$ cat config.mk
export PLATFORM = sky130hd
export DESIGN_NAME = bitmap_slot_allocator_unit
export DESIGN_NICKNAME = d
export VERILOG_FILES = /design/src/rtl/core/bsa_pkg.sv /design/src/rtl/core/bsa_scan.sv /design/src/rtl/core/bsa_mul.sv /design/src/rtl/core/bsa_div.sv /design/src/rtl/core/bitmap_slot_allocator_unit.sv
export SDC_FILE = /design/constraint.sdc
export NUM_CORES = 1
export LEC_CHECK = 0
export BUFFER_PORTS_ARGS = -buffer_cell sky130_fd_sc_hd__buf_2
export CAP_MARGIN = 40
export CORE_ASPECT_RATIO = 0.9
export CORE_MARGIN = 1
export CORE_UTILIZATION = 48
export CTS_CLUSTER_DIAMETER = 80
export DETAILED_ROUTE_END_ITERATION = 6
export PLACE_DENSITY_LB_ADDON = 0.25
export SYNTH_ARGS = -nofsm -noshare
export SYNTH_HDL_FRONTEND = slang
export SYNTH_HIERARCHICAL = 1
export SYNTH_SLANG_ARGS = --single-unit
$ cat constraint.sdc
create_clock -name clk -period 4.95 [get_ports clk]
set_input_delay 0.2475 -clock clk [delete_from_list [all_inputs] [get_ports clk]]
set_output_delay 0.2475 -clock clk [all_outputs]
set_load 0.05 [all_outputs]
$ cat src/rtl/core/bsa_pkg.sv
// Shared types, codes and widths for the bitmap slot allocator.
`default_nettype none
package bsa_pkg;

	localparam int MAP_W      = 64;
	localparam int IDX_W      = $clog2(MAP_W);
	localparam int CNT_W      = IDX_W + 1;
	localparam int ADDR_W     = 32;
	localparam int SIZE_W     = 32;
	localparam int BYTES_W    = 25;
	localparam int CFG_IDX_W  = 2;
	localparam int MUL_CNT_W  = $clog2(IDX_W);
	localparam int DIV_CNT_W  = $clog2(ADDR_W);

	typedef enum logic [1:0] {
		STATUS_DONE         = 2'd0,
		STATUS_TOO_LARGE    = 2'd1,
		STATUS_NO_SLOT      = 2'd2,
		STATUS_FREE_IGNORED = 2'd3
	} status_t;

	typedef enum logic {
		REQ_ALLOC = 1'b0,
		REQ_FREE  = 1'b1
	} req_t;

	typedef enum logic [CFG_IDX_W-1:0] {
		CFG_SLOT_BYTES  = 2'd0,
		CFG_SLOT_COUNT  = 2'd1,
		CFG_REGION_BASE = 2'd2
	} cfg_reg_t;

	typedef enum logic [2:0] {
		ST_IDLE,
		ST_DECODE,
		ST_SCAN,
		ST_MUL,
		ST_DIV,
		ST_FIN
	} state_t;

	typedef struct packed {
		logic             done;
		logic             found;
		logic [IDX_W-1:0] idx;
	} scan_res_t;

	typedef struct packed {
		logic              done;
		logic [ADDR_W-1:0] addr;
	} mul_res_t;

	typedef struct packed {
		logic             done;
		logic             over;
		logic [IDX_W-1:0] idx;
	} div_res_t;

endpackage
`default_nettype wire

$ cat src/rtl/core/bsa_scan.sv
// Bit-serial search for the lowest free slot below the slot count.
`default_nettype none
module bsa_scan (
	input  wire logic                       clk,
	input  wire logic                       arst_n,
	input  wire logic                       start,
	input  wire logic [bsa_pkg::MAP_W-1:0]  map,
	input  wire logic [bsa_pkg::CNT_W-1:0]  count,
	output bsa_pkg::scan_res_t              res
);

	logic                       busy_q;
	logic [bsa_pkg::MAP_W-1:0]  sr_q;
	logic [bsa_pkg::CNT_W-1:0]  cnt_q;
	logic                       past_end;
	logic                       hit;

	// past_end covers both the slot count and the full map width
	assign past_end = cnt_q[bsa_pkg::CNT_W-1] || (cnt_q >= count);
	assign hit      = !past_end && !sr_q[0];

	always_ff @(posedge clk or negedge arst_n) begin
		if (!arst_n) begin
			busy_q <= 1'b0;
		end else if (start) begin
			busy_q <= 1'b1;
		end else if (busy_q && (past_end || hit)) begin
			busy_q <= 1'b0;
		end
	end

	always_ff @(posedge clk) begin
		if (start) begin
			sr_q  <= map;
			cnt_q <= '0;
		end else if (busy_q && !(past_end || hit)) begin
			sr_q  <= {1'b1, sr_q[bsa_pkg::MAP_W-1:1]};
			cnt_q <= cnt_q + 1'b1;
		end
	end

	assign res.done  = busy_q && (past_end || hit);
	assign res.found = hit;
	assign res.idx   = cnt_q[bsa_pkg::IDX_W-1:0];

endmodule
`default_nettype wire

$ cat src/rtl/core/bsa_mul.sv
// Shift-add slot address: base + index * slot size, one index bit per cycle.
`default_nettype none
module bsa_mul (
	input  wire logic                         clk,
	input  wire logic                         arst_n,
	input  wire logic                         start,
	input  wire logic [bsa_pkg::IDX_W-1:0]    idx,
	input  wire logic [bsa_pkg::BYTES_W-1:0]  slot_bytes,
	input  wire logic [bsa_pkg::ADDR_W-1:0]   base,
	output bsa_pkg::mul_res_t                 res
);

	logic                             busy_q;
	logic                             done_q;
	logic [bsa_pkg::MUL_CNT_W-1:0]    cnt_q;
	logic [bsa_pkg::IDX_W-1:0]        idx_sr_q;
	logic [bsa_pkg::ADDR_W-1:0]       mcand_q;
	logic [bsa_pkg::ADDR_W-1:0]       acc_q;
	logic                             last;

	assign last = (cnt_q == bsa_pkg::MUL_CNT_W'(bsa_pkg::IDX_W - 1));

	always_ff @(posedge clk or negedge arst_n) begin
		if (!arst_n) begin
			busy_q <= 1'b0;
			done_q <= 1'b0;
		end else begin
			done_q <= busy_q && last;
			if (start) begin
				busy_q <= 1'b1;
			end else if (busy_q && last) begin
				busy_q <= 1'b0;
			end
		end
	end

	always_ff @(posedge clk) begin
		if (start) begin
			cnt_q    <= '0;
			idx_sr_q <= idx;
			mcand_q  <= {{(bsa_pkg::ADDR_W - bsa_pkg::BYTES_W){1'b0}}, slot_bytes};
			acc_q    <= base;
		end else if (busy_q) begin
			cnt_q    <= cnt_q + 1'b1;
			idx_sr_q <= idx_sr_q >> 1;
			mcand_q  <= mcand_q << 1;
			if (idx_sr_q[0]) begin
				acc_q <= acc_q + mcand_q;
			end
		end
	end

	assign res.done = done_q;
	assign res.addr = acc_q;

endmodule
`default_nettype wire

$ cat src/rtl/core/bsa_div.sv
// Restoring divider turning a region offset into a slot index, one quotient bit per cycle.
`default_nettype none
module bsa_div (
	input  wire logic                         clk,
	input  wire logic                         arst_n,
	input  wire logic                         start,
	input  wire logic [bsa_pkg::ADDR_W-1:0]   dividend,
	input  wire logic [bsa_pkg::BYTES_W-1:0]  divisor,
	output bsa_pkg::div_res_t                 res
);

	logic                             busy_q;
	logic                             done_q;
	logic [bsa_pkg::DIV_CNT_W-1:0]    cnt_q;
	logic [bsa_pkg::ADDR_W-1:0]       dvd_q;
	logic [bsa_pkg::BYTES_W-1:0]      dsr_q;
	logic [bsa_pkg::BYTES_W-1:0]      rem_q;
	logic [bsa_pkg::BYTES_W:0]        trial;
	logic [bsa_pkg::BYTES_W:0]        diff;
	logic                             ge;
	logic                             last;

	assign trial = {rem_q, dvd_q[bsa_pkg::ADDR_W-1]};
	assign diff  = trial - {1'b0, dsr_q};
	assign ge    = (trial >= {1'b0, dsr_q});
	assign last  = (cnt_q == bsa_pkg::DIV_CNT_W'(bsa_pkg::ADDR_W - 1));

	always_ff @(posedge clk or negedge arst_n) begin
		if (!arst_n) begin
			busy_q <= 1'b0;
			done_q <= 1'b0;
		end else begin
			done_q <= busy_q && last;
			if (start) begin
				busy_q <= 1'b1;
			end else if (busy_q && last) begin
				busy_q <= 1'b0;
			end
		end
	end

	// quotient bits shift into the bottom of the dividend register
	always_ff @(posedge clk) begin
		if (start) begin
			cnt_q <= '0;
			dvd_q <= dividend;
			dsr_q <= divisor;
			rem_q <= '0;
		end else if (busy_q) begin
			cnt_q <= cnt_q + 1'b1;
			dvd_q <= {dvd_q[bsa_pkg::ADDR_W-2:0], ge};
			rem_q <= ge ? diff[bsa_pkg::BYTES_W-1:0] : trial[bsa_pkg::BYTES_W-1:0];
		end
	end

	assign res.done = done_q;
	assign res.over = |dvd_q[bsa_pkg::ADDR_W-1:bsa_pkg::IDX_W];
	assign res.idx  = dvd_q[bsa_pkg::IDX_W-1:0];

endmodule
`default_nettype wire

$ cat src/rtl/core/bitmap_slot_allocator_unit.sv
// Top level of the bitmap slot allocator: occupancy map, sequencer and result register.
//
//  channel  | handshake             | payload
//  ---------+-----------------------+------------------------------------------------
//  in       | in_valid / in_stall   | req_type, request_size, release_address
//  out      | out_valid / out_stall | status, slot_index, slot_address, granted_bytes
//  cfg      | cfg_valid / cfg_ready | cfg_index, cfg_data
//
// One request at a time.
// Allocate: decode, then the map scan up to the granted index (the map scan steps one slot per
// cycle), then the six shift-add address steps. No free slot: the scan ends at the slot count or map end.
// Free: the 32-step restoring divider. A failed size or base check, or a zero slot size, goes to the result.
// Reset clears the map, configuration, state and valid flags at once; result data is not reset.
// A stalled result sits in the output register while the next request is taken in.
`default_nettype none
module bitmap_slot_allocator_unit (
	input  wire logic                             clk,
	input  wire logic                             arst_n,
	input  wire logic                             cfg_valid,
	output logic                                  cfg_ready,
	input  wire logic [bsa_pkg::CFG_IDX_W-1:0]    cfg_index,
	input  wire logic [bsa_pkg::ADDR_W-1:0]       cfg_data,
	input  wire logic                             in_valid,
	output logic                                  in_stall,
	input  wire logic                             req_type,
	input  wire logic [bsa_pkg::SIZE_W-1:0]       request_size,
	input  wire logic [bsa_pkg::ADDR_W-1:0]       release_address,
	output logic                                  out_valid,
	input  wire logic                             out_stall,
	output logic [1:0]                            status,
	output logic [bsa_pkg::IDX_W-1:0]             slot_index,
	output logic [bsa_pkg::ADDR_W-1:0]            slot_address,
	output logic [bsa_pkg::BYTES_W-1:0]           granted_bytes
);

	bsa_pkg::state_t                  state_q, state_nxt;
	logic [bsa_pkg::BYTES_W-1:0]      slot_bytes_q;
	logic [bsa_pkg::CNT_W-1:0]        slot_count_q;
	logic [bsa_pkg::ADDR_W-1:0]       region_base_q;
	logic [bsa_pkg::MAP_W-1:0]        occ_q;

	bsa_pkg::req_t                    req_type_q;
	logic [bsa_pkg::SIZE_W-1:0]       size_q;
	logic [bsa_pkg::ADDR_W-1:0]       rel_q;

	bsa_pkg::status_t                 res_status_q;
	logic [bsa_pkg::IDX_W-1:0]        res_idx_q;
	logic [bsa_pkg::ADDR_W-1:0]       res_addr_q;
	logic [bsa_pkg::BYTES_W-1:0]      res_bytes_q;

	bsa_pkg::status_t                 status_q;
	logic [bsa_pkg::IDX_W-1:0]        slot_index_q;
	logic [bsa_pkg::ADDR_W-1:0]       slot_address_q;
	logic [bsa_pkg::BYTES_W-1:0]      granted_bytes_q;
	logic                             out_valid_q;

	logic                             scan_start, mul_start, div_start;
	logic                             in_take, out_load;
	logic                             too_large;
	logic [bsa_pkg::ADDR_W:0]         rel_diff;
	logic                             free_bad;
	bsa_pkg::scan_res_t               scan_res;
	bsa_pkg::mul_res_t                mul_res;
	bsa_pkg::div_res_t                div_res;

	assign cfg_ready = 1'b1;
	assign in_stall  = (state_q != bsa_pkg::ST_IDLE);
	assign in_take   = in_valid && !in_stall;
	assign out_load  = (state_q == bsa_pkg::ST_FIN) && (!out_valid_q || !out_stall);

	assign too_large = (size_q > {{(bsa_pkg::SIZE_W - bsa_pkg::BYTES_W){1'b0}}, slot_bytes_q});
	assign rel_diff  = {1'b0, rel_q} - {1'b0, region_base_q};
	assign free_bad  = rel_diff[bsa_pkg::ADDR_W] || (slot_bytes_q == '0);

	bsa_scan u_scan (
		.clk    (clk),
		.arst_n (arst_n),
		.start  (scan_start),
		.map    (occ_q),
		.count  (slot_count_q),
		.res    (scan_res)
	);

	bsa_mul u_mul (
		.clk        (clk),
		.arst_n     (arst_n),
		.start      (mul_start),
		.idx        (scan_res.idx),
		.slot_bytes (slot_bytes_q),
		.base       (region_base_q),
		.res        (mul_res)
	);

	bsa_div u_div (
		.clk      (clk),
		.arst_n   (arst_n),
		.start    (div_start),
		.dividend (rel_diff[bsa_pkg::ADDR_W-1:0]),
		.divisor  (slot_bytes_q),
		.res      (div_res)
	);

	always_ff @(posedge clk or negedge arst_n) begin
		if (!arst_n) begin
			state_q <= bsa_pkg::ST_IDLE;
		end else begin
			state_q <= state_nxt;
		end
	end

	always_comb begin
		state_nxt  = state_q;
		scan_start = 1'b0;
		mul_start  = 1'b0;
		div_start  = 1'b0;
		case (state_q)
			bsa_pkg::ST_IDLE: begin
				if (in_take) begin
					state_nxt = bsa_pkg::ST_DECODE;
				end
			end
			bsa_pkg::ST_DECODE: begin
				if (req_type_q == bsa_pkg::REQ_ALLOC) begin
					if (too_large) begin
						state_nxt = bsa_pkg::ST_FIN;
					end else begin
						scan_start = 1'b1;
						state_nxt  = bsa_pkg::ST_SCAN;
					end
				end else if (free_bad) begin
					state_nxt = bsa_pkg::ST_FIN;
				end else begin
					div_start = 1'b1;
					state_nxt = bsa_pkg::ST_DIV;
				end
			end
			bsa_pkg::ST_SCAN: begin
				if (scan_res.done) begin
					if (scan_res.found) begin
						mul_start = 1'b1;
						state_nxt = bsa_pkg::ST_MUL;
					end else begin
						state_nxt = bsa_pkg::ST_FIN;
					end
				end
			end
			bsa_pkg::ST_MUL: begin
				if (mul_res.done) begin
					state_nxt = bsa_pkg::ST_FIN;
				end
			end
			bsa_pkg::ST_DIV: begin
				if (div_res.done) begin
					state_nxt = bsa_pkg::ST_FIN;
				end
			end
			bsa_pkg::ST_FIN: begin
				if (out_load) begin
					state_nxt = bsa_pkg::ST_IDLE;
				end
			end
			default: begin
				state_nxt = bsa_pkg::ST_IDLE;
			end
		endcase
	end

	// configuration and occupancy map
	always_ff @(posedge clk or negedge arst_n) begin
		if (!arst_n) begin
			slot_bytes_q  <= '0;
			slot_count_q  <= '0;
			region_base_q <= '0;
			occ_q         <= '0;
		end else begin
			if (cfg_valid && cfg_ready) begin
				case (cfg_index)
					bsa_pkg::CFG_SLOT_BYTES:  slot_bytes_q  <= cfg_data[bsa_pkg::BYTES_W-1:0];
					bsa_pkg::CFG_SLOT_COUNT:  slot_count_q  <= cfg_data[bsa_pkg::CNT_W-1:0];
					bsa_pkg::CFG_REGION_BASE: region_base_q <= cfg_data;
					default: ;
				endcase
			end
			if ((state_q == bsa_pkg::ST_SCAN) && scan_res.done && scan_res.found) begin
				occ_q[scan_res.idx] <= 1'b1;
			end else if ((state_q == bsa_pkg::ST_DIV) && div_res.done && !div_res.over) begin
				occ_q[div_res.idx] <= 1'b0;
			end
		end
	end

	// request capture and working result
	always_ff @(posedge clk) begin
		if (in_take) begin
			req_type_q <= bsa_pkg::req_t'(req_type);
			size_q     <= request_size;
			rel_q      <= release_address;
		end
		case (state_q)
			bsa_pkg::ST_DECODE: begin
				res_idx_q   <= '0;
				res_addr_q  <= '0;
				res_bytes_q <= '0;
				if (req_type_q == bsa_pkg::REQ_ALLOC) begin
					res_status_q <= bsa_pkg::STATUS_TOO_LARGE;
				end else begin
					res_status_q <= bsa_pkg::STATUS_FREE_IGNORED;
				end
			end
			bsa_pkg::ST_SCAN: begin
				if (scan_res.done) begin
					if (scan_res.found) begin
						res_status_q <= bsa_pkg::STATUS_DONE;
						res_idx_q    <= scan_res.idx;
					end else begin
						res_status_q <= bsa_pkg::STATUS_NO_SLOT;
					end
				end
			end
			bsa_pkg::ST_MUL: begin
				if (mul_res.done) begin
					res_addr_q  <= mul_res.addr;
					res_bytes_q <= slot_bytes_q;
				end
			end
			bsa_pkg::ST_DIV: begin
				if (div_res.done && !div_res.over) begin
					res_status_q <= bsa_pkg::STATUS_DONE;
					res_idx_q    <= div_res.idx;
				end
			end
			default: ;
		endcase
	end

	// output register
	always_ff @(posedge clk or negedge arst_n) begin
		if (!arst_n) begin
			out_valid_q <= 1'b0;
		end else if (out_load) begin
			out_valid_q <= 1'b1;
		end else if (!out_stall) begin
			out_valid_q <= 1'b0;
		end
	end

	always_ff @(posedge clk) begin
		if (out_load) begin
			status_q        <= res_status_q;
			slot_index_q    <= res_idx_q;
			slot_address_q  <= res_addr_q;
			granted_bytes_q <= res_bytes_q;
		end
	end

	assign out_valid     = out_valid_q;
	assign status        = status_q;
	assign slot_index    = slot_index_q;
	assign slot_address  = slot_address_q;
	assign granted_bytes = granted_bytes_q;

	a_scan_free: assert property (@(posedge clk) disable iff (!arst_n)
		(scan_res.done && scan_res.found) |-> !occ_q[scan_res.idx])
		else $error("scan granted an occupied slot");

	a_scan_range: assert property (@(posedge clk) disable iff (!arst_n)
		(scan_res.done && scan_res.found) |-> ({1'b0, scan_res.idx} < slot_count_q))
		else $error("scan granted a slot beyond the slot count");

	a_grant_marks: assert property (@(posedge clk) disable iff (!arst_n)
		((state_q == bsa_pkg::ST_SCAN) && scan_res.done && scan_res.found)
		|=> occ_q[$past(scan_res.idx)])
		else $error("granted slot not marked used");

	a_mul_owner: assert property (@(posedge clk) disable iff (!arst_n)
		mul_res.done |-> (state_q == bsa_pkg::ST_MUL))
		else $error("address unit finished outside its step");

	a_div_owner: assert property (@(posedge clk) disable iff (!arst_n)
		div_res.done |-> (state_q == bsa_pkg::ST_DIV))
		else $error("divider finished outside its step");

endmodule
`default_nettype wire
== Word level (Yosys, flattened, before mapping) ==
Cells that the tools add are included.

* Register bits: 563
* Input bits: 104
* Output and inout port bits: 68
* Word-level logic and storage cells: 172

* Reductions and logical operators: 48
* Mux-type cells: 58
* Eq/ne operators: 17
* Add/subtract/negate cells: 6
* Magnitude comparators: 7
* Bitwise gates (word level): 3

{| class="wikitable"
|+ Operators by type and width
! kind !! count
|-
| 2-to-1 mux 64 bit || 4
|-
| 2-to-1 mux 32 bit || 6
|-
| 2-to-1 mux 25 bit || 4
|-
| AND 64 bit || 1
|-
| NOT 64 bit || 1
|-
| OR 64 bit || 1
|-
| one-hot mux 32 bit (2 select lines) || 1
|-
| one-hot mux 25 bit (2 select lines) || 1
|-
| subtractor 32 x 32 -> 33 bit || 1
|-
| adder 32 bit || 1
|-
| > comparator 32 x 25 -> 1 bit || 1
|-
| 2-to-1 mux 6 bit || 5
|-
| >= comparator 26 x 25 -> 1 bit || 1
|-
| OR reduction 26 bit || 1
|-
| zero test 25 bit || 1
|-
| subtractor 25 bit || 1
|-
| 2-to-1 mux 3 bit || 8
|-
| 2-to-1 mux 1 bit || 20
|-
| one-hot mux 3 bit (6 select lines) || 1
|-
| one-hot mux 6 bit (3 select lines) || 1
|-
| nonzero test 2 bit || 9
|-
| logical AND 1 bit || 14
|-
| < comparator 6 x 7 -> 1 bit (second input constant) || 2
|-
| demux 1 bit (select 6 bit) || 2
|-
| 24 further kinds || 51
|}

== Longest topological paths before layout ==
* Depth in word-level cells: 10
* Mapped depth: 16
* Mapped depth without buffers: 15

== By module ==
The synthesis kept the hierarchy.

{| class="wikitable"
|+ By module, submodules not included
! module !! seq. area each (sq um) !! times used !! cells each !! area each (sq um)
|-
| bitmap_slot_allocator_unit || 9158.8 || 1 || 1108 || 14064.7
|-
| bsa_div || 2362.3 || 1 || 476 || 5022.3
|-
| bsa_mul || 2142.1 || 1 || 459 || 4788.3
|-
| bsa_scan || 2087.0 || 1 || 209 || 3293.2
|}

== Worst setup path after synthesis ==
No wires, ideal clock.

* Path type: register to register
* Start point: register state_q[0]
* End point: register granted_bytes_q (netlist bit granted_bytes[0]) (enable)
* Data arrival time: 4.405 ns
* Library setup time: 0.509 ns
* Data required time: 4.441 ns
* Path slack: 0.036 ns
* Buffers on the path: 3
* Cell stages (with the launch flop): 6
* Cell sequence: dfrtp_1 clkbuf_1 buf_1 clkbuf_1 nand2_1 a21oi_1

* Cells in the longest elaborated chain, start to end: 2

{| class="wikitable"
|+ RTL lines
! item !! line !! source
|-
| from (decl) || bitmap_slot_allocator_unit.sv:36 || <nowiki>bsa_pkg::state_t state_q, state_nxt;</nowiki>
|-
| from (signal assigned) || bitmap_slot_allocator_unit.sv:105 || <nowiki>state_q <= bsa_pkg::ST_IDLE;</nowiki>
|-
| from (signal assigned) || bitmap_slot_allocator_unit.sv:107 || <nowiki>state_q <= state_nxt;</nowiki>
|-
| == test 3 bit || bitmap_slot_allocator_unit.sv:69 || <nowiki>assign out_load = (state_q == bsa_pkg::ST_FIN) && (!out_valid_q || !out_stall);</nowiki>
|-
| logical AND 1 bit || bitmap_slot_allocator_unit.sv:69 ||
|-
| net out_load || bitmap_slot_allocator_unit.sv:58 || <nowiki>logic in_take, out_load;</nowiki>
|-
| to (signal assigned) || bitmap_slot_allocator_unit.sv:252 || <nowiki>granted_bytes_q <= res_bytes_q;</nowiki>
|-
| to (decl) || bitmap_slot_allocator_unit.sv:54 || <nowiki>logic [bsa_pkg::BYTES_W-1:0] granted_bytes_q;</nowiki>
|}

The timed path passes the listed nets, and every way through them passes these cells.
A chain may end at the register's enable or synchronous reset.

==> summary.md <==
| Metric | Value |
|---|---|
| Outcome | `complete, no violations` |
| Via/cell ratio | `5.75` |
| Power Density | `506 nW/um2` |
| DP HPWL | `48700 um` |
| Worst path cell trace | `inv_1, ha_1, nor2b_1, o21ai_1, nand2_1, a31oi_1, nand3_1, clkinv_2, clkinv_1, nand2_1, buf_4` |
| Ant. Diodes | `0` |
| Critical Path Fanout Max | `32` |
| Num CTS Buffers | `slightly below 60` |
| Routed length on met1 | `31300 um` |
| RSZ-0062 raised after global routing | `false` |
| Die outline height | `about 230 um` |
| Clock sink total | `563` |
| # IOs | `172` |
| Yosys warns | `6` |
| Starting Density | `around half` |
| Antenna violations before repair | `1` |
| Crit path time final | `4.18 ns` |
| H-tree depth | `2` |
| Gr ovfl total | `0` |
| Post-route ant nets | `0` |
| Post-Syn Nets | `approximately 2500` |
| Worst Hold Class | `in -> reg` |
| Pleak | `around 13 nW` |
| Fillers | `roughly 4500` |
| Startpoint Class | `flop` |
| Hold slack | `roughly 0.13 ns` |
| Final setup viols | `0` |
| Drt pass-1 iters | `5` |
| DR WL met3 | `6320 um` |
| CTS root buf | `clkbuf_16` |
| Skew-Pair Late Insertion Delay | `about 0.62 ns` |
| Cells after Synth | `2252` |
| Layout cells sized above 1 | `20.0%` |
| TritonCTS clock tree | `yes` |
| Seq/Total Area, Yosys | `58.0%` |
| Worst hold stages | `4` |
| DRT Wirelength | `69600 um` |
| Area grow syn2layout | `16.8%` |
| PortBufs | `170` |
| Arrival @ worst endpoint | `roughly 4.4 ns` |
| WS Path Type | `reg -> reg` |
| Largest net degree at the start of global routing | `87` |
| Least-Margin Pin Slew | `between 0.9 and 1 ns` |
| Slew Limit Fails | `0` |
| Clock Path Buffers | `3` |
| RR Startpoint | `u_scan/cnt_q[0]` |
| FMAX | `239 MHz` |
| Top Layer Used | `met5` |
| Peak VDD IR | `0.335 mV` |
| Vias in the first global route | `18600` |
| Critical Path Start | `u_scan/cnt_q[0]` |
| Top FF cell, synth | `edfxtp_1` |
| # DRC | `0` |
| Post-Syn Area | `27200 um2` |
| Fin cells | `3304` |
| Vias | `19000` |
| Cell repeated most along the worst path | `nand2_1` |
| Dpl cells | `3099` |
| Core box area | `55800 um2` |
| Seq cells post-synth | `563` |
| Site row count | `82` |
| Avg Inst Size Synth | `around 12 um2` |
| Post-CTS setup buffers | `0` |
| Skew final | `0.0148 ns` |
| Period Utilization, post-route | `84.4%` |
| Full die area | `57600 um2` |
| Number of DRC markers in iteration 0 | `1767` |
| Worst endpoint required time | `about 5.2 ns` |
| Number of flops mapped to enable cells by yosys | `approximately 380` |
| Die width | `approximately 250 um` |
| Worst R2R Path Depth | `11` |
| Netlist cell types | `between 80 and 90` |
| Final Hold Fails | `0` |
| Setup TNS | `0 ns` |
| WL/cell | `21.1 um` |
| Synth async-reset ratio | `24.3%` |
| First-pass GRT wire length | `107000 um` |
| Hold Crit Start | `in_valid` |
| Largest regs | `occ_q x64, u_scan/sr_q x64` |
| Final Wtd Congestion | `0.909` |
| Crit path capture type | `flop` |
| Max cap viols | `0` |
| GRT Total Usage | `24.3%` |
| Final nets | `between 2000 and 3000` |
| Met2 WL | `29700 um` |
| Crit-path slowest cell | `dfxtp_1` |
| Clock transition at path regs | `0.06 ns` |
| Slowest stage delay, CP | `0.75 ns` |
| Rel. slew slack | `39.4%` |
-- routing by layer --
layer	global-route usage, %	up-vias
met5	0	-
met1	35.6	9272
li1	-	8817
met4	8.37	2
met2	35.3	773
met3	5.69	126
-- cells by family after synthesis --
logic type	after synthesis	synth area share (%)
AO/OA/AOI/OAI	540	12.5
adder cells (fa/ha/maj)	128	5.98
other	1	0.0138
AND/OR/NAND/NOR	521	9.53
XOR/XNOR	84	2.71
flip-flops	563	58.0
multiplexers	189	7.74
buffers and inverters	226	3.53
-- cell type report --
type | instances | area, um2 | area share [%]
flip-flops and latches | 563 | 15800 | 49.6
inverters | 127 | 478 | 1.51
clock buffers | 72 | 1600 | 5.03
multi-input cells | 1463 | 10500 | 33.1
repair buffers | 289 | 2080 | 6.54
clock inverters | 34 | 375 | 1.18
well taps | 756 | 946 | 2.98
-- power breakdown --
group | leakage, nW | switching [mW] | internal [mW]
Combinational | 6.11 | 2.95 | 1.81
Clock | 0.965 | 1.84 | 2.64
Sequential | 5.73 | 0.659 | 6.15
-- synth_stat cells, types with 5 or more instances --
cell	n	share of area [%]
nand3b_1	13	0.36
o211ai_1	11	0.30
a21o_1	39	1.1
and2_1	15	0.35
a211oi_1	25	0.69
inv_1	126	1.7
ha_1	125	5.8
dfrtp_1	137	13
and3_1	72	1.7
nand2_1	147	2.0
mux2i_1	23	0.85
o21ai_0	212	3.9
nor4_1	19	0.44
a31oi_1	16	0.37
or2_2	14	0.32
o31ai_1	7	0.19
nor3_1	20	0.37
nor2_1	126	1.7
a21boi_0	6	0.17
buf_2	5	0.092
o21ai_1	11	0.20
or3_1	8	0.18
buf_1	8	0.11
a21oi_1	114	2.1
nand2b_1	11	0.25
o21a_1	12	0.33
edfxtp_1	379	42
a22oi_1	7	0.19
xor2_1	33	1.1
clkbuf_1	65	0.90
xnor2_1	51	1.6
buf_4	16	0.44
nand4_1	13	0.30
nor2b_1	17	0.39
mux2_2	165	6.8
a211oi_2	6	0.28
dfxtp_1	47	3.5
nand3_1	28	0.52
o21bai_1	13	0.36
-- placed cells by master, fill, tap and decap left out, drive strengths merged, types with 8 or more instances in the layout --
cell           n
clkbuf        72
or3            8
dfrtp        137
nor4          19
buf          190
inv          126
o21a          12
clkinv        23
nand2b        11
o21bai        14
edfxtp       379
a21o          39
o31ai          8
xor2          33
and2          15
dfxtp         47
mux2         166
o21ai        224
a211oi        31
mux2i         23
nor2b         17
and3          73
a21oi        117
xnor2         51
nand2        147
ha           125
dlygate4sd3   99
nand3         29
o211ai        13
nor2         126
nand3b        13
nand4         13
or2           14
nor3          20
a31oi         18
-- metrics by stage --
step           utilization, %  area, um2  total power [mW]  setup slack (ns)
2_1_floorplan               -      27200              10.3            0.0357
6_report                 56.9      31700              16.1             0.770
3_3_place_gp             51.5      28700              11.4             0.937
5_1_grt                  56.9      31700              16.9             0.465
3_5_place_dp             51.5      28800              11.5             0.820
4_1_cts                  56.9      31700              16.1             0.819
-- worst max-delay path, delay by kind of cell (launching register included) --
kind                       cells  cell delay [ns]
buffers and inverters          4             1.39
DFF                            1             0.75
AOI/OAI and AO/OA              2             0.71
and+or+nand+nor                4             0.59
adders and majority gates      1             0.30
-- worst paths after layout --
path	end	slack, ns
max	u_mul/acc_q[23]	0.77
min in group asynchronous	u_div/busy_q	0.25
max reg2reg	u_mul/acc_q[23]	0.77
min	state_q[2]	0.13
max in group asynchronous	region_base_q[27]	3.42
min reg2reg	slot_address[18]	0.41
-- what timing repair did --
| action | in CTS | in global routing |
|---|---|---|
| resized for setup | 0 | 0 |
| hold buffers | 99 | 0 |
| endpoints found under the hold margin | 214 | 0 |
(Power assumes the default switching activity.)
